==> src/rtl/pidbc_pkg.sv <==
// ----------------------------------------------------------------------------
// pidbc_pkg
// shared types, constants and saturation helpers of the pid unit
// ----------------------------------------------------------------------------
package pidbc_pkg;

  localparam int unsigned FRAC_BITS_DEF = 16;
  localparam int unsigned DATA_W        = 32;
  localparam int unsigned GAIN_W        = 31;
  localparam int unsigned ADDR_W        = 5;

  localparam logic [2:0] REG_GAIN_PROP     = 3'd0;
  localparam logic [2:0] REG_GAIN_INTEG    = 3'd1;
  localparam logic [2:0] REG_GAIN_DERIV    = 3'd2;
  localparam logic [2:0] REG_GAIN_BACKCALC = 3'd3;
  localparam logic [2:0] REG_TIME_STEP     = 3'd4;
  localparam logic [2:0] REG_DRIVE_MIN     = 3'd5;
  localparam logic [2:0] REG_DRIVE_MAX     = 3'd6;

  typedef enum logic [3:0] {
    ST_IDLE,
    ST_ERR,
    ST_BC_MUL,
    ST_INC_MUL,
    ST_I_MUL,
    ST_P_MUL,
    ST_DIV,
    ST_D_MUL,
    ST_OUT
  } state_e;

  function automatic logic signed [31:0] sat34(input logic signed [33:0] v);
    logic signed [31:0] r;
    if (v[33:31] != {3{v[33]}}) begin
      r = v[33] ? 32'sh8000_0000 : 32'sh7FFF_FFFF;
    end else begin
      r = v[31:0];
    end
    return r;
  endfunction

  function automatic logic signed [31:0] add_sat(input logic signed [31:0] a,
                                                 input logic signed [31:0] b);
    logic signed [33:0] s;
    s = 34'(a) + 34'(b);
    return sat34(s);
  endfunction

  function automatic logic signed [31:0] sub_sat(input logic signed [31:0] a,
                                                 input logic signed [31:0] b);
    logic signed [33:0] s;
    s = 34'(a) - 34'(b);
    return sat34(s);
  endfunction

endpackage

==> src/rtl/pidbc_if.sv <==
// ----------------------------------------------------------------------------
// pidbc channel interfaces
// valid/ready channels for sample beats in and drive beats out
// ----------------------------------------------------------------------------
interface pidbc_in_if;
  logic               valid;
  logic               ready;
  logic signed [31:0] target;
  logic signed [31:0] sensed;
  modport source (output valid, output target, output sensed, input ready);
  modport sink   (input valid, input target, input sensed, output ready);
endinterface

interface pidbc_out_if;
  logic               valid;
  logic               ready;
  logic signed [31:0] drive;
  logic               hit_high;
  logic               hit_low;
  modport source (output valid, output drive, output hit_high, output hit_low,
                  input ready);
  modport sink   (input valid, input drive, input hit_high, input hit_low,
                  output ready);
endinterface

==> src/rtl/pid_controller_back_calc_antiwindup_unit.sv <==
// ----------------------------------------------------------------------------
// pid_controller_back_calc_antiwindup_unit
// fixed-point pid loop with back-calculation anti-windup and output clamp
// ----------------------------------------------------------------------------
// One sample beat (target, sensed) yields one drive beat. The unit works on
// one sample at a time: five gain products go through one bit-serial
// multiplier and the derivative goes through a restoring divider, so a new
// sample is taken only after the previous one has passed the accept, error,
// product, divide and output steps, and the output step waits while the
// previous drive beat is held off. A finished drive beat waits in an output
// register while the next sample is taken. Registers are written over APB
// with pready tied high; write only while no sample is in flight.
module pid_controller_back_calc_antiwindup_unit #(
  parameter int unsigned FracBits = pidbc_pkg::FRAC_BITS_DEF
) (
  input  logic                          clk_i,
  input  logic                          rst_ni,
  pidbc_in_if.sink                      in_ch,
  pidbc_out_if.source                   out_ch,
  input  logic                          psel,
  input  logic                          penable,
  input  logic                          pwrite,
  input  logic [pidbc_pkg::ADDR_W-1:0]  paddr,
  input  logic [31:0]                   pwdata,
  output logic [31:0]                   prdata,
  output logic                          pready
);
  import pidbc_pkg::*;

  state_e state_q, state_d;

  logic [GAIN_W-1:0]  gp_q, gi_q, gd_q, gbc_q, ts_q;
  logic signed [31:0] dmin_q, dmax_q;
  logic signed [31:0] accum_q, last_err_q, last_raw_q, last_clamp_q;
  logic signed [31:0] tgt_q, mes_q, err_q, wind_q, tmp_q, pterm_q, iterm_q, dterm_q;
  logic               busy_q;
  logic               out_valid_q;
  logic signed [31:0] out_drive_q;
  logic               out_hi_q, out_lo_q;

  logic               mul_start, mul_done, div_start, div_done;
  logic [GAIN_W-1:0]  mul_gain, dt;
  logic signed [31:0] mul_x, mul_res, div_res;
  logic signed [32:0] err_diff;
  logic signed [33:0] raw_sum;
  logic signed [31:0] raw, clamped;
  logic               hi, lo, wr_en, in_acc, out_free;

  assign dt       = (ts_q == '0) ? GAIN_W'(1) : ts_q;
  assign in_acc   = in_ch.valid && in_ch.ready;
  assign out_free = !out_valid_q || out_ch.ready;
  assign wr_en    = psel && penable && pwrite;
  assign pready   = 1'b1;
  assign err_diff = 33'(err_q) - 33'(last_err_q);

  pidbc_mul #(.FracBits(FracBits)) u_mul (
    .clk_i  (clk_i),
    .rst_ni (rst_ni),
    .start_i(mul_start),
    .gain_i (mul_gain),
    .x_i    (mul_x),
    .done_o (mul_done),
    .res_o  (mul_res)
  );

  pidbc_div #(.FracBits(FracBits)) u_div (
    .clk_i  (clk_i),
    .rst_ni (rst_ni),
    .start_i(div_start),
    .diff_i (err_diff),
    .dt_i   (dt),
    .done_o (div_done),
    .res_o  (div_res)
  );

  // next state
  always_comb begin
    state_d = state_q;
    case (state_q)
      ST_IDLE:    if (in_acc) state_d = ST_ERR;
      ST_ERR:     state_d = ST_BC_MUL;
      ST_BC_MUL:  if (mul_done) state_d = ST_INC_MUL;
      ST_INC_MUL: if (mul_done) state_d = ST_I_MUL;
      ST_I_MUL:   if (mul_done) state_d = ST_P_MUL;
      ST_P_MUL:   if (mul_done) state_d = ST_DIV;
      ST_DIV:     if (div_done) state_d = ST_D_MUL;
      ST_D_MUL:   if (mul_done) state_d = ST_OUT;
      ST_OUT:     if (out_free) state_d = ST_IDLE;
      default:    state_d = ST_IDLE;
    endcase
  end

  // outputs of the sequencer
  always_comb begin
    in_ch.ready = (state_q == ST_IDLE);
    mul_start   = 1'b0;
    div_start   = 1'b0;
    mul_gain    = gbc_q;
    mul_x       = wind_q;
    case (state_q)
      ST_BC_MUL: begin
        mul_start = !busy_q;
      end
      ST_INC_MUL: begin
        mul_start = !busy_q;
        mul_gain  = dt;
        mul_x     = tmp_q;
      end
      ST_I_MUL: begin
        mul_start = !busy_q;
        mul_gain  = gi_q;
        mul_x     = accum_q;
      end
      ST_P_MUL: begin
        mul_start = !busy_q;
        mul_gain  = gp_q;
        mul_x     = err_q;
      end
      ST_DIV: begin
        div_start = !busy_q;
      end
      ST_D_MUL: begin
        mul_start = !busy_q;
        mul_gain  = gd_q;
        mul_x     = tmp_q;
      end
      default: begin
      end
    endcase
  end

  assign raw_sum = 34'(pterm_q) + 34'(iterm_q) + 34'(dterm_q);
  assign raw     = sat34(raw_sum);
  always_comb begin
    hi      = 1'b0;
    lo      = 1'b0;
    clamped = raw;
    if (raw > dmax_q) begin
      clamped = dmax_q;
      hi      = 1'b1;
    end else if (raw < dmin_q) begin
      clamped = dmin_q;
      lo      = 1'b1;
    end
  end

  always_ff @(posedge clk_i or negedge rst_ni) begin
    if (!rst_ni) begin
      state_q      <= ST_IDLE;
      busy_q       <= 1'b0;
      out_valid_q  <= 1'b0;
      gp_q         <= '0;
      gi_q         <= '0;
      gd_q         <= '0;
      gbc_q        <= '0;
      ts_q         <= GAIN_W'(1) << FracBits;
      dmin_q       <= '0;
      dmax_q       <= 32'sd1 <<< FracBits;
      accum_q      <= '0;
      last_err_q   <= '0;
      last_raw_q   <= '0;
      last_clamp_q <= '0;
    end else begin
      state_q <= state_d;
      if (mul_start || div_start) begin
        busy_q <= 1'b1;
      end else if (mul_done || div_done) begin
        busy_q <= 1'b0;
      end
      if (wr_en) begin
        case (paddr[ADDR_W-1:2])
          REG_GAIN_PROP:     gp_q   <= pwdata[GAIN_W-1:0];
          REG_GAIN_INTEG:    gi_q   <= pwdata[GAIN_W-1:0];
          REG_GAIN_DERIV:    gd_q   <= pwdata[GAIN_W-1:0];
          REG_GAIN_BACKCALC: gbc_q  <= pwdata[GAIN_W-1:0];
          REG_TIME_STEP:     ts_q   <= pwdata[GAIN_W-1:0];
          REG_DRIVE_MIN:     dmin_q <= pwdata;
          REG_DRIVE_MAX:     dmax_q <= pwdata;
          default: begin
          end
        endcase
      end
      if (state_q == ST_INC_MUL && mul_done) begin
        accum_q <= add_sat(accum_q, mul_res);
      end
      if (state_q == ST_DIV && div_done) begin
        last_err_q <= err_q;
      end
      if (state_q == ST_OUT && out_free) begin
        out_valid_q  <= 1'b1;
        last_raw_q   <= raw;
        last_clamp_q <= clamped;
      end else if (out_valid_q && out_ch.ready) begin
        out_valid_q <= 1'b0;
      end
    end
  end

  always_ff @(posedge clk_i) begin
    if (in_acc) begin
      tgt_q <= in_ch.target;
      mes_q <= in_ch.sensed;
    end
    if (state_q == ST_ERR) begin
      err_q  <= sub_sat(tgt_q, mes_q);
      wind_q <= sub_sat(last_clamp_q, last_raw_q);
    end
    if (mul_done) begin
      case (state_q)
        ST_BC_MUL: tmp_q   <= add_sat(err_q, mul_res);
        ST_I_MUL:  iterm_q <= mul_res;
        ST_P_MUL:  pterm_q <= mul_res;
        ST_D_MUL:  dterm_q <= mul_res;
        default: begin
        end
      endcase
    end
    if (state_q == ST_DIV && div_done) begin
      tmp_q <= div_res;
    end
    if (state_q == ST_OUT && out_free) begin
      out_drive_q <= clamped;
      out_hi_q    <= hi;
      out_lo_q    <= lo;
    end
  end

  always_comb begin
    case (paddr[ADDR_W-1:2])
      REG_GAIN_PROP:     prdata = {1'b0, gp_q};
      REG_GAIN_INTEG:    prdata = {1'b0, gi_q};
      REG_GAIN_DERIV:    prdata = {1'b0, gd_q};
      REG_GAIN_BACKCALC: prdata = {1'b0, gbc_q};
      REG_TIME_STEP:     prdata = {1'b0, ts_q};
      REG_DRIVE_MIN:     prdata = dmin_q;
      REG_DRIVE_MAX:     prdata = dmax_q;
      default:           prdata = '0;
    endcase
  end

  assign out_ch.valid    = out_valid_q;
  assign out_ch.drive    = out_drive_q;
  assign out_ch.hit_high = out_hi_q;
  assign out_ch.hit_low  = out_lo_q;

endmodule

==> src/rtl/pidbc_mul.sv <==
// ----------------------------------------------------------------------------
// pidbc_mul
// bit-serial gain multiplier, one gain bit per cycle, fixed-point rescale
// ----------------------------------------------------------------------------
module pidbc_mul #(
  parameter int unsigned FracBits = pidbc_pkg::FRAC_BITS_DEF
) (
  input  logic                                clk_i,
  input  logic                                rst_ni,
  input  logic                                start_i,
  input  logic [pidbc_pkg::GAIN_W-1:0]        gain_i,
  input  logic signed [pidbc_pkg::DATA_W-1:0] x_i,
  output logic                                done_o,
  output logic signed [pidbc_pkg::DATA_W-1:0] res_o
);
  import pidbc_pkg::*;

  logic               run_q, run_d, done_q, done_d;
  logic [4:0]         cnt_q, cnt_d;
  logic signed [32:0] hi_q, hi_d;
  logic [30:0]        lo_q, lo_d;
  logic signed [31:0] x_q, x_d;
  logic signed [33:0] sum;
  logic signed [63:0] shifted;

  always_comb begin
    run_d  = run_q;
    done_d = 1'b0;
    cnt_d  = cnt_q;
    hi_d   = hi_q;
    lo_d   = lo_q;
    x_d    = x_q;
    sum    = 34'(hi_q) + (lo_q[0] ? 34'(x_q) : 34'sd0);
    if (start_i) begin
      run_d = 1'b1;
      cnt_d = '0;
      hi_d  = '0;
      lo_d  = gain_i;
      x_d   = x_i;
    end else if (run_q) begin
      // shift-right multiply: add then drop one bit into the low half
      hi_d  = sum[33:1];
      lo_d  = {sum[0], lo_q[30:1]};
      cnt_d = cnt_q + 5'd1;
      if (cnt_q == 5'(GAIN_W - 1)) begin
        run_d  = 1'b0;
        done_d = 1'b1;
      end
    end
  end

  always_ff @(posedge clk_i or negedge rst_ni) begin
    if (!rst_ni) begin
      run_q  <= 1'b0;
      done_q <= 1'b0;
      cnt_q  <= '0;
    end else begin
      run_q  <= run_d;
      done_q <= done_d;
      cnt_q  <= cnt_d;
    end
  end

  always_ff @(posedge clk_i) begin
    hi_q <= hi_d;
    lo_q <= lo_d;
    x_q  <= x_d;
  end

  assign shifted = $signed({hi_q, lo_q}) >>> FracBits;
  assign done_o  = done_q;
  assign res_o   = (shifted[63:31] == {33{shifted[63]}}) ? shifted[31:0] :
                   (shifted[63] ? 32'sh8000_0000 : 32'sh7FFF_FFFF);

endmodule

==> src/rtl/pidbc_div.sv <==
// ----------------------------------------------------------------------------
// pidbc_div
// restoring divider for the derivative, one quotient bit per cycle
// ----------------------------------------------------------------------------
module pidbc_div #(
  parameter int unsigned FracBits = pidbc_pkg::FRAC_BITS_DEF
) (
  input  logic                                clk_i,
  input  logic                                rst_ni,
  input  logic                                start_i,
  input  logic signed [32:0]                  diff_i,
  input  logic [pidbc_pkg::GAIN_W-1:0]        dt_i,
  output logic                                done_o,
  output logic signed [pidbc_pkg::DATA_W-1:0] res_o
);
  import pidbc_pkg::*;

  localparam int unsigned NumW = 33 + FracBits;
  localparam int unsigned CntW = $clog2(NumW + 1);

  logic              run_q, run_d, done_q, done_d, neg_q, neg_d;
  logic [CntW-1:0]   cnt_q, cnt_d;
  logic [NumW-1:0]   num_q, num_d;
  logic [30:0]       rem_q, rem_d;
  logic [30:0]       dt_q, dt_d;
  logic [32:0]       mag;
  logic [31:0]       rem_sh, rem_sub;
  logic              ge;
  logic              big_pos, big_neg;

  always_comb begin
    mag     = diff_i[32] ? 33'(-diff_i) : 33'(diff_i);
    rem_sh  = {rem_q, num_q[NumW-1]};
    rem_sub = rem_sh - {1'b0, dt_q};
    ge      = rem_sh >= {1'b0, dt_q};
    run_d   = run_q;
    done_d  = 1'b0;
    cnt_d   = cnt_q;
    num_d   = num_q;
    rem_d   = rem_q;
    dt_d    = dt_q;
    neg_d   = neg_q;
    if (start_i) begin
      run_d = 1'b1;
      cnt_d = '0;
      num_d = {mag, {FracBits{1'b0}}};
      rem_d = '0;
      dt_d  = dt_i;
      neg_d = diff_i[32];
    end else if (run_q) begin
      rem_d = ge ? rem_sub[30:0] : rem_sh[30:0];
      num_d = {num_q[NumW-2:0], ge};
      cnt_d = cnt_q + CntW'(1);
      if (cnt_q == CntW'(NumW - 1)) begin
        run_d  = 1'b0;
        done_d = 1'b1;
      end
    end
  end

  always_ff @(posedge clk_i or negedge rst_ni) begin
    if (!rst_ni) begin
      run_q  <= 1'b0;
      done_q <= 1'b0;
      cnt_q  <= '0;
    end else begin
      run_q  <= run_d;
      done_q <= done_d;
      cnt_q  <= cnt_d;
    end
  end

  always_ff @(posedge clk_i) begin
    num_q <= num_d;
    rem_q <= rem_d;
    dt_q  <= dt_d;
    neg_q <= neg_d;
  end

  // quotient magnitude sits in num_q, saturate after the sign
  assign big_pos = |num_q[NumW-1:31];
  assign big_neg = (|num_q[NumW-1:32]) || (num_q[31] && (|num_q[30:0]));
  assign done_o  = done_q;
  assign res_o   = neg_q ? (big_neg ? 32'sh8000_0000 : -$signed(num_q[31:0]))
                         : (big_pos ? 32'sh7FFF_FFFF : $signed(num_q[31:0]));

endmodule

==> src/flat_wrapper.sv <==
// flat-port wrapper written by rule: the top's interface ports become plain ports
module pid_controller_back_calc_antiwindup_unit_flat import pidbc_pkg::*;
#(
  parameter int unsigned FracBits = pidbc_pkg::FRAC_BITS_DEF
)
  (clk_i, rst_ni, psel, penable, pwrite, paddr, pwdata, prdata, pready, in_ch_valid, in_ch_target, in_ch_sensed, in_ch_ready, out_ch_valid, out_ch_drive, out_ch_hit_high, out_ch_hit_low, out_ch_ready);
  pidbc_in_if in_ch_i ();
  pidbc_out_if out_ch_i ();
  input  logic clk_i;
  input  logic rst_ni;
  input  logic psel;
  input  logic penable;
  input  logic pwrite;
  input  logic [pidbc_pkg::ADDR_W-1:0] paddr;
  input  logic [31:0] pwdata;
  output logic [31:0] prdata;
  output logic pready;
  input wire logic [$bits(in_ch_i.valid)-1:0] in_ch_valid;
  input wire logic [$bits(in_ch_i.target)-1:0] in_ch_target;
  input wire logic [$bits(in_ch_i.sensed)-1:0] in_ch_sensed;
  output wire logic [$bits(in_ch_i.ready)-1:0] in_ch_ready;
  output wire logic [$bits(out_ch_i.valid)-1:0] out_ch_valid;
  output wire logic [$bits(out_ch_i.drive)-1:0] out_ch_drive;
  output wire logic [$bits(out_ch_i.hit_high)-1:0] out_ch_hit_high;
  output wire logic [$bits(out_ch_i.hit_low)-1:0] out_ch_hit_low;
  input wire logic [$bits(out_ch_i.ready)-1:0] out_ch_ready;
  assign in_ch_i.valid = in_ch_valid;
  assign in_ch_i.target = in_ch_target;
  assign in_ch_i.sensed = in_ch_sensed;
  assign in_ch_ready = in_ch_i.ready;
  assign out_ch_valid = out_ch_i.valid;
  assign out_ch_drive = out_ch_i.drive;
  assign out_ch_hit_high = out_ch_i.hit_high;
  assign out_ch_hit_low = out_ch_i.hit_low;
  assign out_ch_i.ready = out_ch_ready;
  pid_controller_back_calc_antiwindup_unit #(.FracBits(FracBits)) u_core (.clk_i(clk_i), .rst_ni(rst_ni), .in_ch(in_ch_i), .out_ch(out_ch_i), .psel(psel), .penable(penable), .pwrite(pwrite), .paddr(paddr), .pwdata(pwdata), .prdata(prdata), .pready(pready));
endmodule
==> config.mk <==
export PLATFORM = sky130hd
export DESIGN_NAME = pid_controller_back_calc_antiwindup_unit_flat
export DESIGN_NICKNAME = d
export VERILOG_FILES = /design/src/rtl/pidbc_pkg.sv /design/src/rtl/pidbc_if.sv /design/src/rtl/pid_controller_back_calc_antiwindup_unit.sv /design/src/rtl/pidbc_mul.sv /design/src/rtl/pidbc_div.sv /design/src/flat_wrapper.sv
export SDC_FILE = /design/constraint.sdc
export NUM_CORES = 2
export LEC_CHECK = 0
export BUFFER_PORTS_ARGS = -buffer_cell sky130_fd_sc_hd__buf_2
export CORE_ASPECT_RATIO = 1.1
export CORE_MARGIN = 2
export CORE_UTILIZATION = 35
export CTS_BUF_LIST = sky130_fd_sc_hd__clkbuf_8
export CTS_CLUSTER_DIAMETER = 80
export DETAILED_ROUTE_END_ITERATION = 8
export SLEW_MARGIN = 20
export SYNTH_ARGS = -nofsm -noshare
export SYNTH_HDL_FRONTEND = slang
export SYNTH_SLANG_ARGS = --single-unit
export TNS_END_PERCENT = 100
==> constraint.sdc <==
create_clock -name clk_i -period 11.8 [get_ports clk_i]
set_clock_uncertainty 0.1 [all_clocks]
set_input_delay 0.59 -clock clk_i [delete_from_list [all_inputs] [get_ports clk_i]]
set_output_delay 0.59 -clock clk_i [all_outputs]
set_load 0.1 [all_outputs]
==> out/results.ini <==
[timing]
slew_violations = 0
setup_violations = 0
rsz0062_at_grt = no
fin_crit_sh_pct = 73.9
period_needed_ps = 8720
finalHoldViolCount = 0
tns_ps = 0
fmax_mhz = 115
final.hold.worst_slack_ps = 217
worstMarginPinSlew_ps = 1100
slew_headroom_pct = 26.1

[setup_path]
critPathLaunchType = flip-flop
max_stage_delay_ps = 700
cpLargestDelayFamily = compound AO/OA/AOI/OAI gates
r2r_start = u_core.dterm_q[1]$_DFFE_PP_
critPathArrivalTime_ps = 9360
ff2ff_path_depth = 26
endpoint_kind = flip-flop
cp.required_ps = 12440
crit_top_cell = a21oi_1
crit_fanout = 35
r2r_end = u_core.last_clamp_q[27]$_DFFE_PN0P_
critPathKind = reg2reg
rrSetupSlack_ps = 3080
crit_buf_inv = 2
crit_slowest_cell = a21oi_1

[global_route]
grt_max_degree = 147
gr-total-overflow = 0
track_usage_pct = 21.0
antenna_found_initial = 4
grt_pass1_vias = 41377
grt_pass1_wl_mm = 250

[layout]
layout-drive-gt1-share_pct = 14.0
nFillCells = 14617
reg.largest.list = u_core.u_div.num_q x49, u_core.u_mul.hi_q x33
regMostFlops = u_core.u_div.num_q
syn_to_final_growth_pct = 13.9
regArea_mm2 = 0.0234
largest_reg_flops = 49
final_nets = 6005
multiInputGateArea_mm2 = 0.0272

[power_and_ir_drop]
peakVddDrop_uv = 128
power.total_mw = 11.9
powerDensity_mw_per_mm2 = 198
p_leak_nw = 25.1

[route]
drc = 0
via_per_inst = 5.54
route.antenna.remaining_nets = 0
vias = 42254
first_pass_iters = 7
drt_iter0_markers = 3588
wl_mm = 166
wl_per_cell_um = 21.7

[yosys]
syn-cell-area_mm2 = 0.0527
syn_avg_cell_area_um2 = 9.96
synth_top_family_by_area = compound AO/OA/AOI/OAI gates
yosysTopAreaCellShare_pct = 23.8
synth_edf_count = 418
yosysTopAreaCell = edfxtp_1
yosys.area_share.adder_pct = 9.85
yosysWarnings = 0
synth_nets = 5762
synth-xor-area-share_pct = 4.22
synth_simple_gate_area_share_pct = 11.6
ys.flop_type = edfxtp_1
netlist_top_cells_area = edfxtp_1 24%, dfrtp_1 17%, ha_1 7.7%
syn-instance-count = 5289
synth_compound_area_share_pct = 18.4
ys_ff_latch = 866
synthArstFlopShare_pct = 42.5
synth_seq_area_share_pct = 44.4
synth.distinct_cells = 97
synthMuxAreaShare_pct = 7.29

[clocking]
cts_resized = 0
cts_setup_buffers = 0
clock-sinks = 866
cts_tree = done
clock_latency_ps = 920
clockBufferDepth = 3
hold_buffers = 99
clk_pin_slew_ps = 60
cts-root-buf = clkbuf_8
htree_levels = 4
cts_buffers = 156

[floorplan]
start_util_pct = 35.2
dieArea_mm2 = 0.154
core-area_mm2 = 0.150
io-pin-count = 177
dieHeight_um = 411
die_x_um = 374
num_rows = 149

[min_path]
min_path_type = in2async

[placed_design]
io_buffers = 173
routabilityCongestion = 0.893
dp_hpwl_mm = 119

[outcome]
status = finished, final reports clean

[job]
max_cap_viol_count = 0

-- cells in the mapped netlist, drive strengths merged, types with 17 or more instances --
| library cell | n |
|---|---|
| maj3 | 32 |
| edfxtp | 418 |
| o211ai | 26 |
| a211oi | 30 |
| nor3 | 58 |
| o21a | 49 |
| or3 | 32 |
| a21o | 148 |
| nand2b | 62 |
| inv | 313 |
| nor2 | 327 |
| a21oi | 379 |
| o21bai | 25 |
| nand2 | 494 |
| buf | 32 |
| a222oi | 35 |
| dfrtp | 366 |
| o31ai | 27 |
| and3 | 23 |
| o221ai | 17 |
| a31oi | 32 |
| xor2 | 104 |
| mux2 | 206 |
| dfxtp | 80 |
| nand3 | 94 |
| o22ai | 22 |
| fa | 40 |
| a22oi | 69 |
| xnor2 | 147 |
| mux2i | 118 |
| and2 | 50 |
| nor4 | 27 |
| o21ai | 478 |
| clkbuf | 247 |
| nor2b | 43 |
| a41oi | 36 |
| nand4 | 35 |
| nand3b | 27 |
| ha | 325 |
-- layer usage --
layer / global-route usage (%) / vias to the layer above / part of all wire (%)
met2: 34.5 / 1366 / 47
met4: 9.86 / 2 / 4.5
met5: 0 / - / 0.0042
met3: 3.34 / 339 / 5.9
li1: - / 19836 / -
met1: 27.2 / 20711 / 43
-- stage by stage --
step	instances	area [µm²]	utilization, %	setup WS (ps)
after floorplan	5289	52700	-	4710
after global placement	7238	55800	37.3	3280
after detailed placement	7238	55800	37.3	3230
after CTS	7630	60000	40.1	3150
after global routing	7631	60000	40.1	2440
final	7632	60000	40.1	3080
-- cells in the final DEF (no fill, tap or decap), types with 35 or more instances in the layout --
cell type	n
nand3_1	94
and2_1	49
a21o_1	147
clkbuf_8	175
nor3_1	50
nand2_1	492
edfxtp_1	418
a22oi_1	69
nand4_1	35
nor2_1	320
nand2b_1	62
dfxtp_1	80
xnor2_1	146
fa_1	40
a21oi_1	375
dfrtp_1	364
xor2_1	104
a222oi_1	35
inv_1	361
dlygate4sd3_1	99
buf_4	92
mux2i_1	116
o21a_1	49
a41oi_1	36
mux2_2	206
o21ai_0	472
ha_1	325
buf_2	171
nor2b_1	41
-- power breakdown --
part,internal [mW],switching (mW)
Clock,1.51,1.41
Combinational,1.80,2.85
Sequential,3.84,0.461
Total,7.15,4.73
-- logic make-up (layout without fill, tap and decap cells) --
group | count (synthesis) | in the layout
muxes | 339 | 339
buffers and inverters | 593 | 971
adders and majority gates | 397 | 397
AOI/OAI and AO/OA | 1529 | 1529
and+or+nand+nor | 1312 | 1312
xor gates and xnor gates | 252 | 252
other | 1 | 3
DFF | 866 | 866
-- final cells by class --
type,instances,share of cell area [%]
multi-input cells,3830,45.4
flip-flops and latches,866,38.9
repair buffers,364,4.29
well taps,1963,4.09
clock buffers,175,4.01
inverters,314,1.97
clock inverters,118,1.33
diodes,2,0.00834
-- worst max path at each step --
stage / from / endpoint / slack (ps) / cells past startpoint
finish: u_core.dterm_q[1]$_DFFE_PP_ / u_core.last_clamp_q[27]$_DFFE_PN0P_ / 3080 / 26
detailed placement: u_core.dterm_q[1]$_DFFE_PP_ / u_core.out_ch.drive[19]$_DFFE_PP_ / 3230 / 27
global route: u_core.dterm_q[1]$_DFFE_PP_ / u_core.last_clamp_q[15]$_DFFE_PN0P_ / 2440 / 28
CTS: u_core.dterm_q[1]$_DFFE_PP_ / u_core.out_ch.drive[19]$_DFFE_PP_ / 3150 / 27
floorplan: u_core.dterm_q[1]$_DFFE_PP_ / u_core.last_clamp_q[4]$_DFFE_PN0P_ / 4710 / 28
global placement: u_core.dterm_q[1]$_DFFE_PP_ / u_core.out_ch.drive[19]$_DFFE_PP_ / 3280 / 27
Power figures use the tool's default switching activity.
